`src/sv/rscd_ram.sv`:
```
`timescale 1ns / 1ps
`default_nettype none

module rscd_ram #(
    parameter int WIDTH = 8,
    parameter int DEPTH = 16,
    localparam int AW = (DEPTH > 1) ? $clog2(DEPTH) : 1
) (
    input  wire logic             clk,
    input  wire logic             we,
    input  wire logic [AW-1:0]    waddr,
    input  wire logic [WIDTH-1:0] wdata,
    input  wire logic             re,
    input  wire logic [AW-1:0]    raddr,
    output logic      [WIDTH-1:0] rdata
);

    logic [WIDTH-1:0] mem [DEPTH];
    logic [WIDTH-1:0] rdata_reg;

    always_ff @(posedge clk)
    begin
        if (we)
        begin
            mem[waddr] <= wdata;
        end
        if (re)
        begin
            rdata_reg <= mem[raddr];
        end
    end

    assign rdata = rdata_reg;

endmodule

`default_nettype wire

```
`config.mk`:
```
export PLATFORM = sky130hd
export DESIGN_NAME = rscd_ram
export DESIGN_NICKNAME = d
export VERILOG_FILES = /design/src/sv/rscd_ram.sv
export SDC_FILE = /design/constraint.sdc
export NUM_CORES = 1
export LEC_CHECK = 0
export BUFFER_PORTS_ARGS = -buffer_cell sky130_fd_sc_hd__buf_4
export CORE_UTILIZATION = 54
export CTS_CLUSTER_SIZE = 30
export DETAILED_ROUTE_END_ITERATION = 8
export GPL_ROUTABILITY_DRIVEN = 0
export PLACE_DENSITY = 0.74
export SLEW_MARGIN = 20
export SYNTH_ARGS = -nofsm -noshare
export SYNTH_HDL_FRONTEND = slang
export SYNTH_SLANG_ARGS = --single-unit
```
`constraint.sdc`:
```
create_clock -name clk -period 1.7 [get_ports clk]
set_input_delay 0.17 -clock clk [delete_from_list [all_inputs] [get_ports clk]]
set_output_delay 0.17 -clock clk [all_outputs]
set_load 0.1 [all_outputs]
```
==> Word-level counts from Yosys, hierarchy flattened <==
Memory sizes are Yosys's and may differ from the RTL's. A register that Yosys moved wholly into a read port is not among the register bits.
Index checks and enable logic that the tools add are counted.
{ "classes": {"mux": 2} }
{ "ops": {"columns": ["operator", "count"], "rows": [
  ["1-bit 2-to-1 mux", 2]
]} }
{ "totals": {"register_bits": 0, "ram_bits": 128, "elab_cells": 3, "memories": 1} }
{ "mem_list": {"columns": ["memory", "words", "word_bits", "read_ports", "rd_clocked_by_memory_dff", "write_ports", "line_no", "source"], "rows": [
  ["mem", 16, 8, 1, 1, 1, "18", "logic [WIDTH-1:0] mem [DEPTH];"]
]} }

==> Depth between registers and ports, before layout <==
Gate-level depths: netlist (run 1).
{ "logic_depth": {"ltp_word": 2, "mapped_depth": 5, "depth_no_buf": 3} }

==> Worst setup path after synthesis (run 1) <==
Ideal clock, no wire load.
{ "synth_timing": {"path_type": "input port to flip-flop", "from": "input port waddr[2]", "to": "memory mem[0][0], enable pin", "arrival_time_ns": 1.280, "path_slack_ns": 0.037, "path_stages": 2, "path_buffers": 0, "cell_sequence": "or3b_2 > nor3_1"} }
{ "synth_rtl": {"columns": ["item", "line_no", "source"], "rows": [
  ["from (decl)", "11", "input wire logic [AW-1:0] waddr,"],
  ["to (decl)", "18", null]
]} }
Straight into the memory's write port.

==> results.md, run 1 <==
* Critical path launch point type: register
* DRT Pass-1 Iters at 4
* Worst setup margin at between 0.1 and 0.15 ns
* ANT nets after route at 0
* Num rows at 35
* Die height at 100 microns
* Dpl ws at -0.0257 ns
* CP Capture Type: register
* Die area at 10100 sq um
* WHS Path Cells at 3
* CTS Buf Count at 17
* Post-synth cell types at 18
* P per Cell Area at 1210 nW/um^2
* Hold Violations, Final at 0
* Initial Util at 0.560
* H-Tree Depth at 4
* Final min period at 1.59 ns
* Hold Crit Endpoint: mem[0][6]$_DFFE_PP_
* Max reg flops at 128
* Hold Startpoint: waddr[0]
* Clock Pin Slew Worst Setup and Hold Paths at about 0.060 ns
* Max clock buf depth at 2
* Via Count at 2535
* CTS Sinks at 136
* Total chip power at 7.77 mW
* Share of layout cells above drive strength 1 at 0.338
* Worst r2r src: mem[1][0]$_DFFE_PP_
* RSZ-0062 raised after global routing: false
* R2R Setup Slk at 0.11 ns
* Initial DRC count at 144
* Setup Skew at 0.00806 ns
* Sequential cell area at approximately 4100 sq um
* Syn_nets at 248
* Root Buffer: clkbuf_8
* GRT overflow at 0
* WL/cell at 22.3 microns
* Worst r2r dst: rdata[0]$_DFFE_PP_
* Initial antenna violation count at 0
* Pin count of the biggest net entering global routing at 24
* Synth Cell Area at between 5000 and 6000 sq um
* Slew HR at 0.742
* Ports at 27
* Post-synthesis average cell area at 22.8 sq um
* Die Wd at 100 microns
* Commonest non-fill, non-tap cell in the layout: edfxtp_1
* Synthesis warning total at 0
* Post-CTS setup buffers at 0
* Arr. time, crit path at 1.84 ns
* Antenna cell count at 0
* Final Cycle Share at 0.934
* Vias in the first global route at 2680
* Status: finished, final reports clean
* Overall routing resource usage at 0.223
* Post-Syn Instances at 229
* Fill count at roughly 560
* CTS tree: yes
* Seq/Total Area, Yosys at 0.781
* WL final at 9950 microns
* CP Max Fanout at 1
* Setup CP Type: reg -> reg
* HPWL Detailed at 6130 microns
* Final setup violation count at 0
* Vias per cell at 5.68
* Max-slew violations at 0
* Count of nets after finishing at about 320
* Leak at 2.23 nW
* Max Cap Violations at 0
* Hold Path Class: in -> reg
* F_max at around 630 MHz
* Least-Margin Pin Slew at 0.386 ns
* Multi-input logic area at 1060 sq um
* Drt drc at 0
* First-pass GRT wire length at between 15000 and 20000 microns
* Reg2Reg Depth at 3
* VDD IR max at 0.646 mV
* Clock Latency Late Sink at 0.51 ns
* Cts repair resizes at 0
* Commonest non-fill, non-tap cells in the layout: edfxtp_1, buf_4, mux4_2
* Worst Path Required at 1.95 ns
* Sum Neg Setup Slack at 0 ns
* I/O Buffers at 26
* Flops & latches, synth at between 100 and 150
* Core area at 9330 sq um
* Area Growth Syn to Fin at 23.2%
[synth_stat cells]
master | count | area share
a22oi_1 | 16 | 0.023
and2_1 | 1 | 0.0012
and2b_1 | 1 | 0.0014
buf_2 | 3 | 0.0029
buf_4 | 1 | 0.0014
buf_6 | 3 | 0.0065
clkdlybuf4s25_2 | 3 | 0.0057
edfxtp_1 | 136 | 0.78
mux4_1 | 14 | 0.070
mux4_2 | 18 | 0.078
nand2_1 | 9 | 0.0065
nand2b_1 | 2 | 0.0024
nand3_1 | 1 | 0.00096
nand3b_1 | 2 | 0.0029
nor2_1 | 13 | 0.0093
nor2b_1 | 1 | 0.0012
nor3_1 | 4 | 0.0038
or3b_2 | 1 | 0.0017
[worst max-delay path by stage]
stage / start / end
3_5_place_dp: raddr[0] / rdata[1]$_DFFE_PP_
6_report: mem[1][0]$_DFFE_PP_ / rdata[0]$_DFFE_PP_
4_1_cts: mem[1][0]$_DFFE_PP_ / rdata[0]$_DFFE_PP_
3_3_place_gp: raddr[0] / rdata[1]$_DFFE_PP_
5_1_grt: mem[1][0]$_DFFE_PP_ / rdata[0]$_DFFE_PP_
2_1_floorplan: waddr[2] / mem[0][0]$_DFFE_PP_
[area by class of cell]
| class | count | area share |
|---|---|---|
| Sequential cell | 136 | 0.634 |
| Multi-Input combinational cell | 83 | 0.164 |
| Timing Repair Buffer | 66 | 0.0882 |
| Tap cell | 129 | 0.0251 |
| Clock buffer | 18 | 0.0649 |
| Clock inverter | 14 | 0.0235 |
[critical path, cell delays in order, from the launching register on]
cell and delay, ns:
edfxtp_1 0.39, mux4_1 0.57, a22oi_1 0.27, nand2_1 0.11
[logic make-up (layout without fill, tap and decap cells)]
kind of cell	after synthesis	in the layout	synth area share
AND/OR/NAND/NOR	35	35	0.0314
multiplexers	32	32	0.148
AO/OA/AOI/OAI	16	16	0.0230
flip-flops	136	136	0.781
buffers and inverters	10	98	0.0165
[metal layers]
metal	global-route usage	share of wire	vias up
met3	0.0669	0.063	13
met1	0.292	0.41	1282
li1	-	-	1132
met5	0	0	-
met4	0.0981	0.014	0
met2	0.352	0.51	108
[repair_timing]
action / CTS / global route
hold buffers: 9 / 0
setup endpoints to repair: 0 / 0
hold endpoints to repair: 136 / 0
[metrics by stage]
stage | area [sq um] | cells | hold slack [ns] | utilization
after floorplan | 5230 | 229 | 0.269 | -
after global placement | 5780 | 405 | 0.465 | 0.620
after detailed placement | 5780 | 405 | 0.465 | 0.620
after CTS | 6440 | 446 | 0.147 | 0.690
after global routing | 6440 | 446 | 0.146 | 0.690
final | 6440 | 446 | 0.169 | 0.690
[report_power, final]
part           switching, mW  leakage (nW)  internal [mW]
clock network           1.36         0.275           2.09
logic                  0.320         0.714          0.200
registers             0.0189          1.24           3.78
No activity file was read; power rests on OpenSTA's default activity.
==> run 2: changes to the inputs <==
- ABC_AREA: default -> 1
- CORE_UTILIZATION: 54 -> 55
- PLACE_DENSITY: 0.74 -> 0.75
==> run 2 against run 1 <==
- cell count grew 68%
- non-clock buffer count shrank 11
- final area grew 7.8%
- combinational power grew 17%
==> results.md, run 2 <==
* Status: finished, final reports clean
* Area Growth Syn to Fin at 18.7%
* DRT Pass-1 Iters at 6
* Synth cell count leaders: nand2_1, edfxtp_1, inv_1
* RSZ-0062 raised after global routing: false
* Num rows at 37
* Final Cycle Share at 0.829
* Fraction of registers with async set/reset at 0
* Clock Latency Late Sink at 0.53 ns
* Combinational share of power at 0.074
* Sequential cell area at roughly 4000 sq um
* Synthesis warning total at 0
* Sequential share of power at 0.460
* ANT nets after route at 0
* Synth Cell Area at 5850 sq um
* Total chip power at 8.27 mW
* Met1 Usage GRT at 0.340
* Commonest non-fill, non-tap cell in the layout: nand2_1
* Met3 Usage GRT at 0.0630
* Sum Neg Setup Slack at 0 ns
* Post-Syn Instances at 551
* HPWL Detailed at 7630 microns
* Most used flip-flop cell after synthesis: edfxtp_1
* H-Tree Depth at 4
* Top-count cell post-synth: nand2_1
* Count of nets after finishing at 620
* Internal at roughly 6.5 mW
* WL/cell at 17.4 microns
* Final setup violation count at 0
* Final min period at approximately 1.4 ns
* Max reg flops at 128
* Critical path launch point type: register
* Top post-synthesis cells by area: edfxtp_1, nand2_1, nand3_1
* CTS tree: yes
* Cell family with most CP delay: flip-flops
* Multi-input logic area at around 1200 sq um
* Die height at between 100 and 150 microns
* Fill count at 731
* First-pass GRT wire length at 20500 microns
* Hold slack at 0.0203 ns
* Ports at 27
* Synth top area share at 0.698
* Clock power share at 0.467
* Commonest non-fill, non-tap cells in the layout: nand2_1, edfxtp_1, inv_1
* I/O Buffers at 26
* VDD IR max at around 0.89 mV
* Initial antenna violation count at 0
* Slew HR at 0.729
* M2 GR Usage at 0.403
* P per Cell Area at 1190 nW/um^2
* Vias in the first global route at 3804
* Slowest cell on crit path: edfxtp_1
* Pin count of the biggest net entering global routing at 65
* Antenna cell count at 0
* Die area at roughly 11000 sq um
* Net Sw Frac at 0.218
* Share of layout cells above drive strength 1 at 0.129
* Post-synth cell types at 11
* Die Wd at 105 microns
* Clock Pin Slew Worst Setup and Hold Paths at roughly 0.060 ns
* CTS Sinks at roughly 140
* Least-Margin Pin Slew at just over 0.4 ns
* WL final at about 13000 microns
* F_max at 710 MHz
* Drt drc at 0
* Syn_nets at 570
* Max clock buf depth at 2
* Vias per cell at 5.32
* Number of flops mapped to enable cells by yosys at 136
* Hold Path Class: in -> reg
* WP buf/inv at 1
* Initial DRC count at 385
* Setup CP Type: reg -> out
* Setup Skew at slightly above 0.009 ns
* Via Count at 3984
* Arr. time, crit path at 1.24 ns
* Switching power at 1.81 mW
* Leak at 3.01 nW
* Critical Path, Cell by Cell: buf_4
* Core area at 10300 sq um
* Root Buffer: clkbuf_8
* Initial Util at 0.566
* Worst Path Required at around 1.5 ns
* Max Cap Violations at 0
* Max-slew violations at 0
* Post-synthesis average cell area at 10.6 sq um
* Busiest grt layer: met2
* CTS Buf Count at 17
* Flops & latches, synth at 136
* Synth area leader: edfxtp_1
* Seq/Total Area, Yosys at 0.698
* Hold Violations, Final at 0
* GRT overflow at 0
* Cts repair resizes at 0
* Largest stage delay on the critical path at 0.40 ns
* CP Max Fanout at 1
* Overall routing resource usage at 0.260
* CP Capture Type: output pin
==> run 2: cell types whose count changed after synthesis, sizes merged, moves of 3 or more <==
cell           delta
nand2           +164
a22oi            -16
inv             +102
nor3              -4
buf              +17
nand3            +96
clkdlybuf4s25     -3
mux4             -32
nor2              +4
==> run 2: cell families after synthesis <==
group | synth area share
buffers and inverters | 0.0939
DFF | 0.698
and+or+nand+nor | 0.208
==> run 2: per-layer routing <==
metal | vias to the layer above | wire length (microns)
met4 | 0 | 421
met1 | 1865 | 5060
li1 | 1878 | -
met3 | 29 | 1260
met2 | 212 | 6310
met5 | - | 0
==> run 2: area by class of cell <==
type                    count  area share
flip-flops and latches    136       0.588
repair buffers             55      0.0678
clock inverters            13      0.0294
multi-input cells         289       0.175
well taps                 136      0.0245
clock buffers              18      0.0602
inverters                 102      0.0551
==> run 2: repair_timing <==
action,in CTS,in global routing
setup buffers,0,0
endpoints found under the hold margin,99,0
hold buffers,8,0
setup endpoints to repair,0,0
==> run 2: final timing paths <==
| kind | start | endpoint | slack [ns] | cells past startpoint |
|---|---|---|---|---|
| hold reg to reg | mem[12][2]$_DFFE_PP_ | rdata[2]$_DFFE_PP_ | 0.73 | 6 |
| hold / removal | wdata[0] | mem[1][0]$_DFFE_PP_ | 0.02 | 1 |
| setup / recovery | rdata[0]$_DFFE_PP_ | rdata[0] | 0.29 | 1 |
| setup reg to reg | mem[9][7]$_DFFE_PP_ | rdata[7]$_DFFE_PP_ | 0.48 | 6 |
==> run 2: stage by stage <==
| step | util | std cells | area [sq um] | worst slack (ns) |
|---|---|---|---|---|
| floorplan | - | 551 | 5850 | 0.579 |
| global placement | 0.605 | 710 | 6240 | 0.310 |
| detailed placement | 0.605 | 710 | 6240 | 0.302 |
| CTS | 0.673 | 749 | 6940 | 0.273 |
| global route | 0.673 | 749 | 6940 | 0.280 |
| finish | 0.673 | 749 | 6940 | 0.291 |
==> run 2: power groups by stage <==
stage	clock network, mW	logic (mW)	registers [mW]
after detailed placement	0	0.590	3.87
after floorplan	0	0.265	3.98
after CTS	3.90	0.611	3.80
after global routing	4.03	0.660	3.81
after global placement	0	0.579	3.87
final	3.86	0.610	3.80
==> run 3: changes to the inputs <==
- clock period: 1.7 -> 1.15 ns (I/O delays scaled with it)
==> run 3 against run 2 <==
- the flow now finishes with violations (setup timing)
- combinational power up 63%
- sequential share of layout area down 1.8 points
- clock skew down 0.0012 ns
- core utilization up 2.1 points
- sequential power up 48%
- power up 48%
- first-iteration DRC count up 5.2%
- setup slack worse by 0.42 ns
- die area unchanged
- wire length up 4.2%
- non-clock buffer count up 11
- cell count up 1.5%
- critical endpoint unchanged
==> results.md, run 3 (synthesized netlist as in run 2, its figures left out) <==
* Max clock buf depth at 2
* Overall routing resource usage at 0.263
* Die area at 11000 sq um
* H-Tree Depth at 4
* CP Capture Type: output pin
* GRT overflow at 0
* Ports at 27
* Area Growth Syn to Fin at 22.5%
* Critical Path, Cell by Cell: buf_6
* Pin count of the biggest net entering global routing at 50
* CTS Sinks at 136
* Core area at 10300 sq um
* Commonest non-fill, non-tap cells in the layout: nand2_1, edfxtp_1, inv_1
* ANT nets after route at 0
* Setup Skew at 0.00797 ns
* Worst Path Required at ~1 ns
* WL final at between 10000 and 15000 microns
* Initial Util at 0.566
* HPWL Detailed at around 8500 microns
* Worst Setup SP: rdata[0]$_DFFE_PP_
* Slowest cell on crit path: edfxtp_1
* I/O Buffers at 26
* Fill count at 705
* Drt drc at 0
* Clock Pin Slew Worst Setup and Hold Paths at 0.06 ns
* Arr. time, crit path at approximately 1.2 ns
* Final setup violation count at 8
* Max reg flops at 128
* Final Cycle Share at 1.12
* First-pass GRT wire length at 21000 microns
* Worst r2r src: mem[4][2]$_DFFE_PP_
* CP Max Fanout at 1
* Reg2Reg Depth at 6
* Critical path launch point type: register
* Vias in the first global route at 4050
* Hold Path Class: in -> reg
* Vias per cell at 5.36
* CTS tree: yes
* Commonest non-fill, non-tap cell in the layout: nand2_1
* WP buf/inv at 1
* Multi-input logic area at 1310 sq um
* Antenna cell count at 0
* CTS Buf Count at 17
* Least-Margin Pin Slew at 0.339 ns
* Initial antenna violation count at 0
* Num rows at 37
* DRT Pass-1 Iters at 5
* RSZ-0062 raised after global routing: true
* Largest stage delay on the critical path at 0.42 ns
* Share of layout cells above drive strength 1 at 0.167
* Total chip power at around 12 mW
* Max-slew violations at 0
* Final min period at 1.28 ns
* Hold Violations, Final at 0
* WL/cell at around 18 microns
* Die Wd at 105 microns
* Die height at 105 microns
* VDD IR max at 0.773 mV
* Cell family with most CP delay: flip-flops
* Sequential cell area at 4080 sq um
* WP depth at 1
* P per Cell Area at approximately 1700 nW/um^2
* Failing checks: setup timing
* Worst setup margin at -0.133 ns
* Root Buffer: clkbuf_8
* R2R Setup Slk at ~0.030 ns
* Initial DRC count at 405
* Crit path to: rdata[0]
* Max Cap Violations at 0
* Count of nets after finishing at roughly 630
* Leak at 3.11 nW
* Slew HR at 0.774
* Status: finished with violations
* Via Count at 4076
* Post-CTS setup buffers at 0
* F_max at slightly below 800 MHz
* Clock Latency Late Sink at 0.53 ns
* Sum Neg Setup Slack at -0.769 ns
* Setup CP Type: reg -> out
* Worst r2r dst: rdata[2]$_DFFE_PP_
[run 3: cell count changes in the layout (fill, tap and decap cells not counted), sizes merged]
| cell | previous run | this run |
|---|---|---|
| buf | 47 | 56 |
| clkbuf | 18 | 21 |
| clkinv | 7 | 4 |
| dlygate4sd3 | 8 | 10 |
[run 3: what timing repair did]
action	4_1_cts	5_1_grt
cloned	0	0
pin swaps	1	6
hold endpoints to repair	143	0
setup endpoints to repair	9	16
hold buffers	10	0
resized for setup	10	18
[run 3: layout make-up]
cell class                 count  area share
clock buffer                  21      0.0599
clock inverter                10      0.0246
inverter                     102      0.0535
multi-input combinational    289       0.182
sequential                   136       0.570
tap                          136      0.0238
timing repair buffer          66      0.0856
[run 3: how the worst min path moves through the flow]
stage          slack, ns             endpoint  cells after the start  startpoint
2_1_floorplan       0.21  mem[0][0]$_DFFE_PP_                      0    wdata[0]
3_3_place_gp        0.41   rdata[6]$_DFFE_PP_                      1          re
3_5_place_dp        0.41   rdata[7]$_DFFE_PP_                      1          re
4_1_cts             0.17  mem[1][3]$_DFFE_PP_                      4          we
5_1_grt             0.23   rdata[2]$_DFFE_PP_                      6    raddr[2]
6_report            0.20  mem[3][0]$_DFFE_PP_                      4          we
[run 3: power breakdown]
part	internal [mW]	switching (mW)	leakage [nW]	total [mW]
clock network	3.71	1.91	0.293	5.62
logic	0.313	0.684	1.58	0.997
registers	5.59	0.0373	1.24	5.62
[run 3: per-stage QoR]
| step | hold slack (ns) | cell area [sq um] | worst slack, ns | instances | utilization |
|---|---|---|---|---|---|
| floorplan | 0.214 | 5850 | 0.0842 | 551 | - |
| global placement | 0.409 | 6330 | -0.126 | 719 | 0.614 |
| detailed placement | 0.412 | 6330 | -0.148 | 719 | 0.614 |
| CTS | 0.174 | 7080 | -0.145 | 760 | 0.686 |
| global route | 0.230 | 7160 | -0.157 | 760 | 0.694 |
| finish | 0.196 | 7160 | -0.133 | 760 | 0.694 |
[run 3: layer usage]
layer | global-route usage | vias to the layer above | part of all wire
met3 | 0.0599 | 26 | 0.080
li1 | - | 1899 | -
met1 | 0.332 | 1940 | 0.38
met5 | 0 | - | 0
met2 | 0.434 | 211 | 0.52
met4 | 0.126 | 0 | 0.023
